$ cat config.mk
export PLATFORM = sky130hd
export DESIGN_NAME = sound_channel_allocator
export DESIGN_NICKNAME = d
export VERILOG_FILES = /design/src/design/sca_pkg.sv /design/src/design/sca_fifo.sv /design/src/design/sound_channel_allocator.sv
export SDC_FILE = /design/constraint.sdc
export NUM_CORES = 2
export LEC_CHECK = 0
export ABC_AREA = 1
export BUFFER_PORTS_ARGS = -buffer_cell sky130_fd_sc_hd__buf_2
export CORE_MARGIN = 1
export CORE_UTILIZATION = 50
export DETAILED_ROUTE_END_ITERATION = 8
export PLACE_DENSITY = 0.72
export SYNTH_ARGS = -nofsm -noshare
export SYNTH_HDL_FRONTEND = slang
export SYNTH_HIERARCHICAL = 1
export SYNTH_SLANG_ARGS = --single-unit
$ cat constraint.sdc
create_clock -name clk -period 5 [get_ports clk]
set_clock_uncertainty 0.2 [all_clocks]
set_input_delay 0.75 -clock clk [delete_from_list [all_inputs] [get_ports clk]]
set_output_delay 0.75 -clock clk [all_outputs]
set_load 0.05 [all_outputs]
$ cat src/design/sca_pkg.sv
// sca_pkg: shared types and constants of the sound channel allocator
// depends on nothing; imported by sca_fifo, sound_channel_allocator and the test bench
`default_nettype none

package sca_pkg;

	// input action codes
	localparam logic [1:0] ACT_QUEUE = 2'd0;
	localparam logic [1:0] ACT_TICK  = 2'd1;
	localparam logic [1:0] ACT_CLEAR = 2'd2;

	// result kind codes
	localparam logic [1:0] KIND_PLAY = 2'd0;
	localparam logic [1:0] KIND_HALT = 2'd1;
	localparam logic [1:0] KIND_DROP = 2'd2;

	// most play results one tick may produce
	localparam logic [4:0] MAX_RES = 5'd16;

	// quarter second at 44.1 kHz, added to every hold time
	localparam logic [24:0] HOLD_EXTRA = 25'd11025;

	// width of the register write data and of its saturation compare
	localparam int CFG_W = 5;
	localparam int CMP_W = 7;

	// one queued request
	typedef struct packed {
		logic [15:0] handle;
		logic [7:0]  volume;
		logic [8:0]  loops;
		logic [24:0] hold;
	} req_t;

	// queue control from the sequencer
	typedef struct packed {
		logic push;
		logic pop;
		logic flush;
	} fifo_ctl_t;

	// queue status to the sequencer
	typedef struct packed {
		logic empty;
		logic full;
	} fifo_stat_t;

endpackage

`default_nettype wire

$ cat src/design/sca_fifo.sv
// sca_fifo: request queue, a memory with head pointer and fill count
// depends on sca_pkg; head entry is read into a register every cycle
`default_nettype none

module sca_fifo
	import sca_pkg::*;
#(
	parameter int QUEUE_DEPTH = 16
) (
	input  wire logic       clk,
	input  wire logic       arst_n,
	input  wire fifo_ctl_t  ctl,
	input  wire req_t       wr_data,
	output req_t            rd_data,
	output fifo_stat_t      stat
);

	localparam int QI_W = $clog2(QUEUE_DEPTH);
	localparam int QC_W = $clog2(QUEUE_DEPTH + 1);

	req_t            mem [QUEUE_DEPTH];
	req_t            rd_q;
	logic [QI_W-1:0] head_q;
	logic [QC_W-1:0] count_q;
	logic [QC_W:0]   tail_sum;
	logic [QI_W-1:0] tail;

	// tail = (head + count) mod depth, sum stays below twice the depth
	always_comb begin
		tail_sum = (QC_W + 1)'(head_q) + (QC_W + 1)'(count_q);
		if (tail_sum >= (QC_W + 1)'(QUEUE_DEPTH))
			tail = QI_W'(tail_sum - (QC_W + 1)'(QUEUE_DEPTH));
		else
			tail = QI_W'(tail_sum);
	end

	// pointers
	always_ff @(posedge clk or negedge arst_n) begin
		if (!arst_n) begin
			head_q  <= '0;
			count_q <= '0;
		end else if (ctl.flush) begin
			head_q  <= '0;
			count_q <= '0;
		end else if (ctl.push) begin
			count_q <= count_q + 1'b1;
		end else if (ctl.pop) begin
			count_q <= count_q - 1'b1;
			if (head_q == QI_W'(QUEUE_DEPTH - 1))
				head_q <= '0;
			else
				head_q <= head_q + 1'b1;
		end
	end

	// storage, registered read of the head entry
	always_ff @(posedge clk) begin
		if (ctl.push)
			mem[tail] <= wr_data;
		rd_q <= mem[head_q];
	end

	assign rd_data    = rd_q;
	assign stat.empty = (count_q == '0);
	assign stat.full  = (count_q == QC_W'(QUEUE_DEPTH));

endmodule

`default_nettype wire

$ cat src/design/sound_channel_allocator.sv
// sound_channel_allocator: top level, built on sca_pkg and sca_fifo; one request at a time
// A queued request is stored at its accept edge; a drop or halt-all result is held at
// acceptance and moves to the output register once the output is free. A tick sweeps one
// channel timer per cycle through a shared subtractor, then scans channels, stepping past
// busy ones one per cycle; each dispatch passes through the fetch state and waits while a
// held result cannot leave. The next request is taken once the last result is registered.
// Reset empties the queue, frees every channel and sets the limit to min(NUM_CHANNELS, 16).
`default_nettype none

module sound_channel_allocator
	import sca_pkg::*;
#(
	parameter int NUM_CHANNELS = 16,
	parameter int QUEUE_DEPTH  = 16
) (
	input  wire logic              clk,
	input  wire logic              arst_n,
	// configuration write
	input  wire logic              cfg_valid,
	output logic                   cfg_ready,
	input  wire logic [CFG_W-1:0]  cfg_data,
	// input requests
	input  wire logic              in_valid,
	output logic                   in_stall,
	input  wire logic [1:0]        action,
	input  wire logic [15:0]       sound_handle,
	input  wire logic [25:0]       sample_bytes,
	input  wire logic [7:0]        volume,
	input  wire logic signed [8:0] loops,
	input  wire logic [19:0]       elapsed_samples,
	// results
	output logic                   out_valid,
	input  wire logic              out_stall,
	output logic [1:0]             kind,
	output logic [3:0]             channel_number,
	output logic [15:0]            sound_handle_out,
	output logic [7:0]             volume_out,
	output logic signed [8:0]      loops_out,
	output logic                   last
);

	localparam int LIM_W       = $clog2(NUM_CHANNELS + 1);
	localparam int CH_IW       = (NUM_CHANNELS > 1) ? $clog2(NUM_CHANNELS) : 1;
	localparam int RESET_LIMIT = (NUM_CHANNELS < 16) ? NUM_CHANNELS : 16;

	typedef enum logic [2:0] {
		S_IDLE,
		S_SWEEP,
		S_FETCH,
		S_SCAN,
		S_FLUSH
	} state_t;

	state_t            state_q;
	logic [LIM_W-1:0]  limit_q;
	logic [NUM_CHANNELS-1:0] busy_q;
	logic [19:0]       elapsed_q;
	logic [LIM_W-1:0]  sw_idx_q;
	logic              sw_vld_s1;
	logic [CH_IW-1:0]  sw_idx_s1;
	logic [LIM_W-1:0]  ch_q;
	logic [4:0]        n_q;

	// result waiting for the output register
	logic              hold_vld_q;
	logic [1:0]        hold_kind_q;
	logic [3:0]        hold_ch_q;
	logic [15:0]       hold_handle_q;
	logic [7:0]        hold_vol_q;
	logic [8:0]        hold_loops_q;

	// output register
	logic              out_vld_q;
	logic [1:0]        out_kind_q;
	logic [3:0]        out_ch_q;
	logic [15:0]       out_handle_q;
	logic [7:0]        out_vol_q;
	logic [8:0]        out_loops_q;
	logic              out_last_q;

	// timer memory
	logic [24:0]       tmem [NUM_CHANNELS];
	logic [24:0]       tmr_rd_q;
	logic              tm_we;
	logic [CH_IW-1:0]  tm_waddr;
	logic [24:0]       tm_wdata;

	fifo_ctl_t         fctl;
	fifo_stat_t        fstat;
	req_t              push_req;
	req_t              head_req;

	logic              in_acc;
	logic              out_free;
	logic              out_load;
	logic              scan_done;
	logic              dispatch_go;
	logic [CH_IW-1:0]  ch_idx;
	logic              sw_rd_en;
	logic [25:0]       diff;
	logic              expire;
	logic [CMP_W-1:0]  cfg_ext;
	logic [CMP_W-1:0]  cfg_sat;

	sca_fifo #(
		.QUEUE_DEPTH(QUEUE_DEPTH)
	) u_fifo (
		.clk     (clk),
		.arst_n  (arst_n),
		.ctl     (fctl),
		.wr_data (push_req),
		.rd_data (head_req),
		.stat    (fstat)
	);

	// handshake terms
	assign in_acc    = in_valid && (state_q == S_IDLE);
	assign in_stall  = (state_q != S_IDLE);
	assign out_free  = !out_vld_q || !out_stall;
	assign cfg_ready = 1'b1;

	// register value saturates at the channel count
	assign cfg_ext = CMP_W'(cfg_data);
	assign cfg_sat = (cfg_ext > CMP_W'(NUM_CHANNELS)) ? CMP_W'(NUM_CHANNELS) : cfg_ext;

	// new queue entry, hold time is sound length plus a quarter second
	always_comb begin
		push_req.handle = sound_handle;
		push_req.volume = volume;
		push_req.loops  = loops;
		push_req.hold   = 25'(sample_bytes[25:2]) + HOLD_EXTRA;
	end

	// shared subtractor for the timer sweep
	assign diff   = {1'b0, tmr_rd_q} - {6'b0, elapsed_q};
	assign expire = diff[25] || (diff == '0);

	// dispatch scan
	assign ch_idx      = ch_q[CH_IW-1:0];
	assign scan_done   = fstat.empty || (n_q == MAX_RES) || (ch_q >= limit_q);
	assign dispatch_go = (state_q == S_SCAN) && !scan_done && !busy_q[ch_idx]
		&& (!hold_vld_q || out_free);

	// output register takes the waiting result
	assign out_load = (dispatch_go && hold_vld_q) || ((state_q == S_FLUSH) && out_free);

	// queue control
	always_comb begin
		fctl.push  = in_acc && (action == ACT_QUEUE) && !fstat.full;
		fctl.pop   = dispatch_go;
		fctl.flush = in_acc && (action == ACT_CLEAR);
	end

	// timer write: countdown during the sweep, hold time at dispatch
	always_comb begin
		sw_rd_en = (state_q == S_SWEEP) && (sw_idx_q < LIM_W'(NUM_CHANNELS));
		if (dispatch_go) begin
			tm_we    = 1'b1;
			tm_waddr = ch_idx;
			tm_wdata = head_req.hold;
		end else begin
			tm_we    = sw_vld_s1 && busy_q[sw_idx_s1] && !expire;
			tm_waddr = sw_idx_s1;
			tm_wdata = diff[24:0];
		end
	end

	// timer storage, registered read
	always_ff @(posedge clk) begin
		if (tm_we)
			tmem[tm_waddr] <= tm_wdata;
		if (sw_rd_en)
			tmr_rd_q <= tmem[sw_idx_q[CH_IW-1:0]];
	end

	// sequencer, channel state and output register
	always_ff @(posedge clk or negedge arst_n) begin
		if (!arst_n) begin
			state_q    <= S_IDLE;
			limit_q    <= LIM_W'(RESET_LIMIT);
			busy_q     <= '0;
			sw_vld_s1  <= 1'b0;
			hold_vld_q <= 1'b0;
			out_vld_q  <= 1'b0;
		end else begin
			if (cfg_valid && cfg_ready)
				limit_q <= LIM_W'(cfg_sat);

			if (out_vld_q && !out_stall && !out_load)
				out_vld_q <= 1'b0;

			case (state_q)
				S_IDLE: begin
					if (in_acc) begin
						case (action)
							ACT_QUEUE: begin
								if (fstat.full) begin
									hold_vld_q    <= 1'b1;
									hold_kind_q   <= KIND_DROP;
									hold_ch_q     <= '0;
									hold_handle_q <= sound_handle;
									hold_vol_q    <= volume;
									hold_loops_q  <= loops;
									state_q       <= S_FLUSH;
								end
							end
							ACT_TICK: begin
								elapsed_q <= elapsed_samples;
								sw_idx_q  <= '0;
								sw_vld_s1 <= 1'b0;
								state_q   <= S_SWEEP;
							end
							ACT_CLEAR: begin
								busy_q        <= '0;
								hold_vld_q    <= 1'b1;
								hold_kind_q   <= KIND_HALT;
								hold_ch_q     <= '0;
								hold_handle_q <= '0;
								hold_vol_q    <= '0;
								hold_loops_q  <= '0;
								state_q       <= S_FLUSH;
							end
							default: begin
							end
						endcase
					end
				end

				S_SWEEP: begin
					// stage 0 reads a timer, stage 1 counts it down
					sw_vld_s1 <= sw_rd_en;
					sw_idx_s1 <= sw_idx_q[CH_IW-1:0];
					if (sw_rd_en)
						sw_idx_q <= sw_idx_q + 1'b1;
					if (sw_vld_s1 && busy_q[sw_idx_s1] && expire)
						busy_q[sw_idx_s1] <= 1'b0;
					if (!sw_rd_en && !sw_vld_s1) begin
						ch_q    <= '0;
						n_q     <= '0;
						state_q <= S_FETCH;
					end
				end

				S_FETCH: begin
					// head entry read settles
					state_q <= S_SCAN;
				end

				S_SCAN: begin
					if (scan_done) begin
						state_q <= hold_vld_q ? S_FLUSH : S_IDLE;
					end else if (busy_q[ch_idx]) begin
						ch_q <= ch_q + 1'b1;
					end else if (dispatch_go) begin
						// previous play result is not the last one
						if (hold_vld_q) begin
							out_vld_q    <= 1'b1;
							out_kind_q   <= hold_kind_q;
							out_ch_q     <= hold_ch_q;
							out_handle_q <= hold_handle_q;
							out_vol_q    <= hold_vol_q;
							out_loops_q  <= hold_loops_q;
							out_last_q   <= 1'b0;
						end
						hold_vld_q     <= 1'b1;
						hold_kind_q    <= KIND_PLAY;
						hold_ch_q      <= 4'(ch_idx);
						hold_handle_q  <= head_req.handle;
						hold_vol_q     <= head_req.volume;
						hold_loops_q   <= head_req.loops;
						busy_q[ch_idx] <= 1'b1;
						ch_q           <= ch_q + 1'b1;
						n_q            <= n_q + 1'b1;
						state_q        <= S_FETCH;
					end
				end

				S_FLUSH: begin
					if (out_free) begin
						out_vld_q    <= 1'b1;
						out_kind_q   <= hold_kind_q;
						out_ch_q     <= hold_ch_q;
						out_handle_q <= hold_handle_q;
						out_vol_q    <= hold_vol_q;
						out_loops_q  <= hold_loops_q;
						out_last_q   <= 1'b1;
						hold_vld_q   <= 1'b0;
						state_q      <= S_IDLE;
					end
				end

				default: begin
					state_q <= S_IDLE;
				end
			endcase
		end
	end

	// result ports
	assign out_valid        = out_vld_q;
	assign kind             = out_kind_q;
	assign channel_number   = out_ch_q;
	assign sound_handle_out = out_handle_q;
	assign volume_out       = out_vol_q;
	assign loops_out        = out_loops_q;
	assign last             = out_last_q;

endmodule

`default_nettype wire

==> flow_summary.yaml <==
outcome:
  status: "complete, no violations"
pwr:
  leakage_uw: 0.02852
  combinationalPowerShare_pct: 27.4
  power_density_mw_per_mm2: 515.3
  p_seq_share_pct: 43.2
  pwr-share-clk_pct: 29.5
  p_sw_uw: 13050
  netSwitchingFraction_pct: 34.35
  vdd_ir_drop_max_v: 0.0004154
  internal_power_uw: 24950
  fin_total_pwr_uw: 38010
logic_synthesis:
  netlist_top_cells_count: "1,795 x nand2_1, 1,471 x edfxtp_1, 698 x nor2_1"
  synth.area.top_cells: "edfxtp_1 67%, nand2_1 10%, nor2_1 4.0%, nand3_1 3.6%, inv_1 2.9%"
  seq_area_frac_synth_pct: 70.62
  ys_seq_elements: 1565
  syn_inst: 5898
  synth_async_sr_flop_share_pct: 2.300
  yosysUniqueCellTypes: 62
  synth_nets: 6035
  avgSynthCellArea_um2: 11.10
  yosysTopAreaCell: "edfxtp_1"
  synth_area_mm2: 0.06547
  synthFlopType: "edfxtp_1"
  synth_edf_count: 1471
  netlist.area_leader.share_pct: 67.47
  yosysMostFrequentCell: "nand2_1"
  yosys_warnings: 6
floorplan:
  io_pins: 134
  core-area_mm2: 0.1296
  dieWidth_um: 363.9
  num_rows: 132
  die_y_um: 363.9
  start_util_pct: 50.50
  dieArea_mm2: 0.1324
grt:
  antenna_found_initial: 14
  grt_pass1_vias: 41030
  grt_pass1_wl_um: 241100
  track_usage_pct: 24.11
  grt.overflow.total: 0
  grt_max_degree: 225
route:
  routedWlPerCell_um: 20.16
  drt_wl_total_um: 159900
  drc_errors: 0
  dr_total_vias: 43110
  ant_nets: 0
  first_pass_iters: 8
  vias_per_cell: 5.437
  drt_iter0_markers: 4780
final_layout:
  drive_above_1_share_pct: 8.772
  area_delta_synth_final_pct: 12.66
  fill_cells: 10290
  layout.nets: 6187
placement:
  port_buffers: 130
  gp_congestion: 0.8794
  place_ws_ns: 0.6775
  dp_hpwl_um: 86480
setup_path:
  rrSetupSlack_ns: 0.68
  critPathKind: "register to register"
  start_kind: "register"
  cp.arrival_ns: 4.50
  cp.required_ns: 5.19
  worstPathMaxFanout: 25
  worst_setup_path_end_kind: "register"
clock_network:
  path_clk_slew_ns: 0.06
  post_cts_resized: 0
  cts.sinks: 1565
  root_buffer: "clkbuf_16"
  clk_latency_ns: 0.80
  htreeDepth: 4
  cts_tree: "yes"
  cts_buffer_depth: 3
  cts_buffers: 157
sta:
  drv_slew: 0
  hold_viol: 0
  tns_ns: 0
  setup_viol: 0
  setup_ws_ns: 0.6804
  tightest_slew_ns: 1.250
  period_share_pct: 86.39
  rsz0062_at_grt: "false"
  layout_min_cycle_time_ns: 4.320
  slew_headroom_pct: 16.40
  timing.fmax_mhz: 231.5
min_path:
  hp-class: "primary input to register"
job:
  drv_cap: 0
==> power by group through the flow <==
stage / combinational, uW / sequential [uW] / clock (uW)
floorplan: 6920 / 16500 / 0
global placement: 10000 / 16700 / 0
detailed placement: 10200 / 16700 / 0
CTS: 10300 / 16400 / 11400
global route: 11500 / 16500 / 11900
finish: 10400 / 16400 / 11200
==> kinds of logic after synthesis <==
kind of cell | count (synthesis) | synth area share, %
simple gates | 3014 | 18.41
flops | 1565 | 70.62
buf+inv | 795 | 4.829
compound gates | 401 | 4.128
fa+ha+maj | 46 | 0.9135
mux | 42 | 0.6421
xor+xnor | 34 | 0.4548
other cells | 1 | 0.005727
==> cell type report <==
| cell class | instances | area [um2] | share of cell area [%] |
|---|---|---|---|
| diodes | 8 | 20.02 | 0.02714 |
| clock buffers | 220 | 4258 | 5.772 |
| clock inverters | 68 | 655.6 | 0.8889 |
| inverters | 521 | 1977 | 2.680 |
| multi-input cells | 3538 | 16370 | 22.20 |
| flip-flops and latches | 1565 | 46250 | 62.70 |
| well taps | 1742 | 2180 | 2.955 |
| repair buffers | 267 | 2052 | 2.782 |
==> critical path: stages, from the launching register on <==
cell and delay [ns]:
edfxtp_1 0.67, inv_4 0.17, ha_1 0.31, o21ai_0 0.15, a21boi_0 0.10, o21a_1 0.17, o21ai_0 0.15, nand2_1 0.12
nor2_1 0.28, nand3_4 0.26, nand2_1 0.14, o21ai_2 0.09, nor2_2 0.22, nand2_1 0.12, nor2_4 0.80
==> sequential cells by signal, summed over array words and instances (netlist names), 9 cells and up <==
name              count
elapsed_q            20
hold_loops_q          9
busy_q               16
u_fifo/rd_data       58
loops_out             9
u_fifo/mem          928
tmr_rd_q             25
hold_handle_q        16
sound_handle_out     16
tmem                400
==> placed cells by master (no fill, tap or decap), types with 56 or more instances in the layout <==
cell type and instances:
buf_2 130, buf_4 92, clkbuf_1 56, clkbuf_16 159
dfxtp_1 58, edfxtp_1 1471, inv_1 504, nand2_1 1795
nand3_1 468, nor2_1 665, o21ai_0 147, o32ai_1 58
==> metrics by stage <==
stage	util, %	hold slack, ns	instances	area, um2
global placement	52.94	0.2008	7614	68640
floorplan	-	0.2003	5898	65480
CTS	56.88	0.006232	7921	73740
global route	56.89	0.03914	7926	73750
finish	56.89	0.04754	7929	73760
detailed placement	52.94	0.2045	7614	68640
==> routing by layer <==
layer	vias to the layer above	track usage [%]	share of wire, %
li1	20220	-	-
met1	20770	33.11	42
met2	1815	39.42	47
met3	288	3.849	8.4
met4	10	7.686	2.6
met5	-	0	0.031
==> worst paths after layout <==
path                                  start             endpoint  cells past startpoint
setup / recovery                    ch_q[0]           tmem[1][5]                     14
hold / removal                    cfg_valid           limit_q[2]                      2
setup reg to reg                    ch_q[0]           tmem[1][5]                     14
hold reg to reg            hold_handle_q[6]  sound_handle_out[6]                      0
max in group asynchronous            arst_n     u_fifo/head_q[1]                      3
min in group asynchronous            arst_n            busy_q[5]                      2
==> timing repair <==
action	4_1_cts	5_1_grt
setup buffers	0	0
endpoints found under the hold margin	22	0
hold buffers	19	0
(Power assumes the default switching activity.)
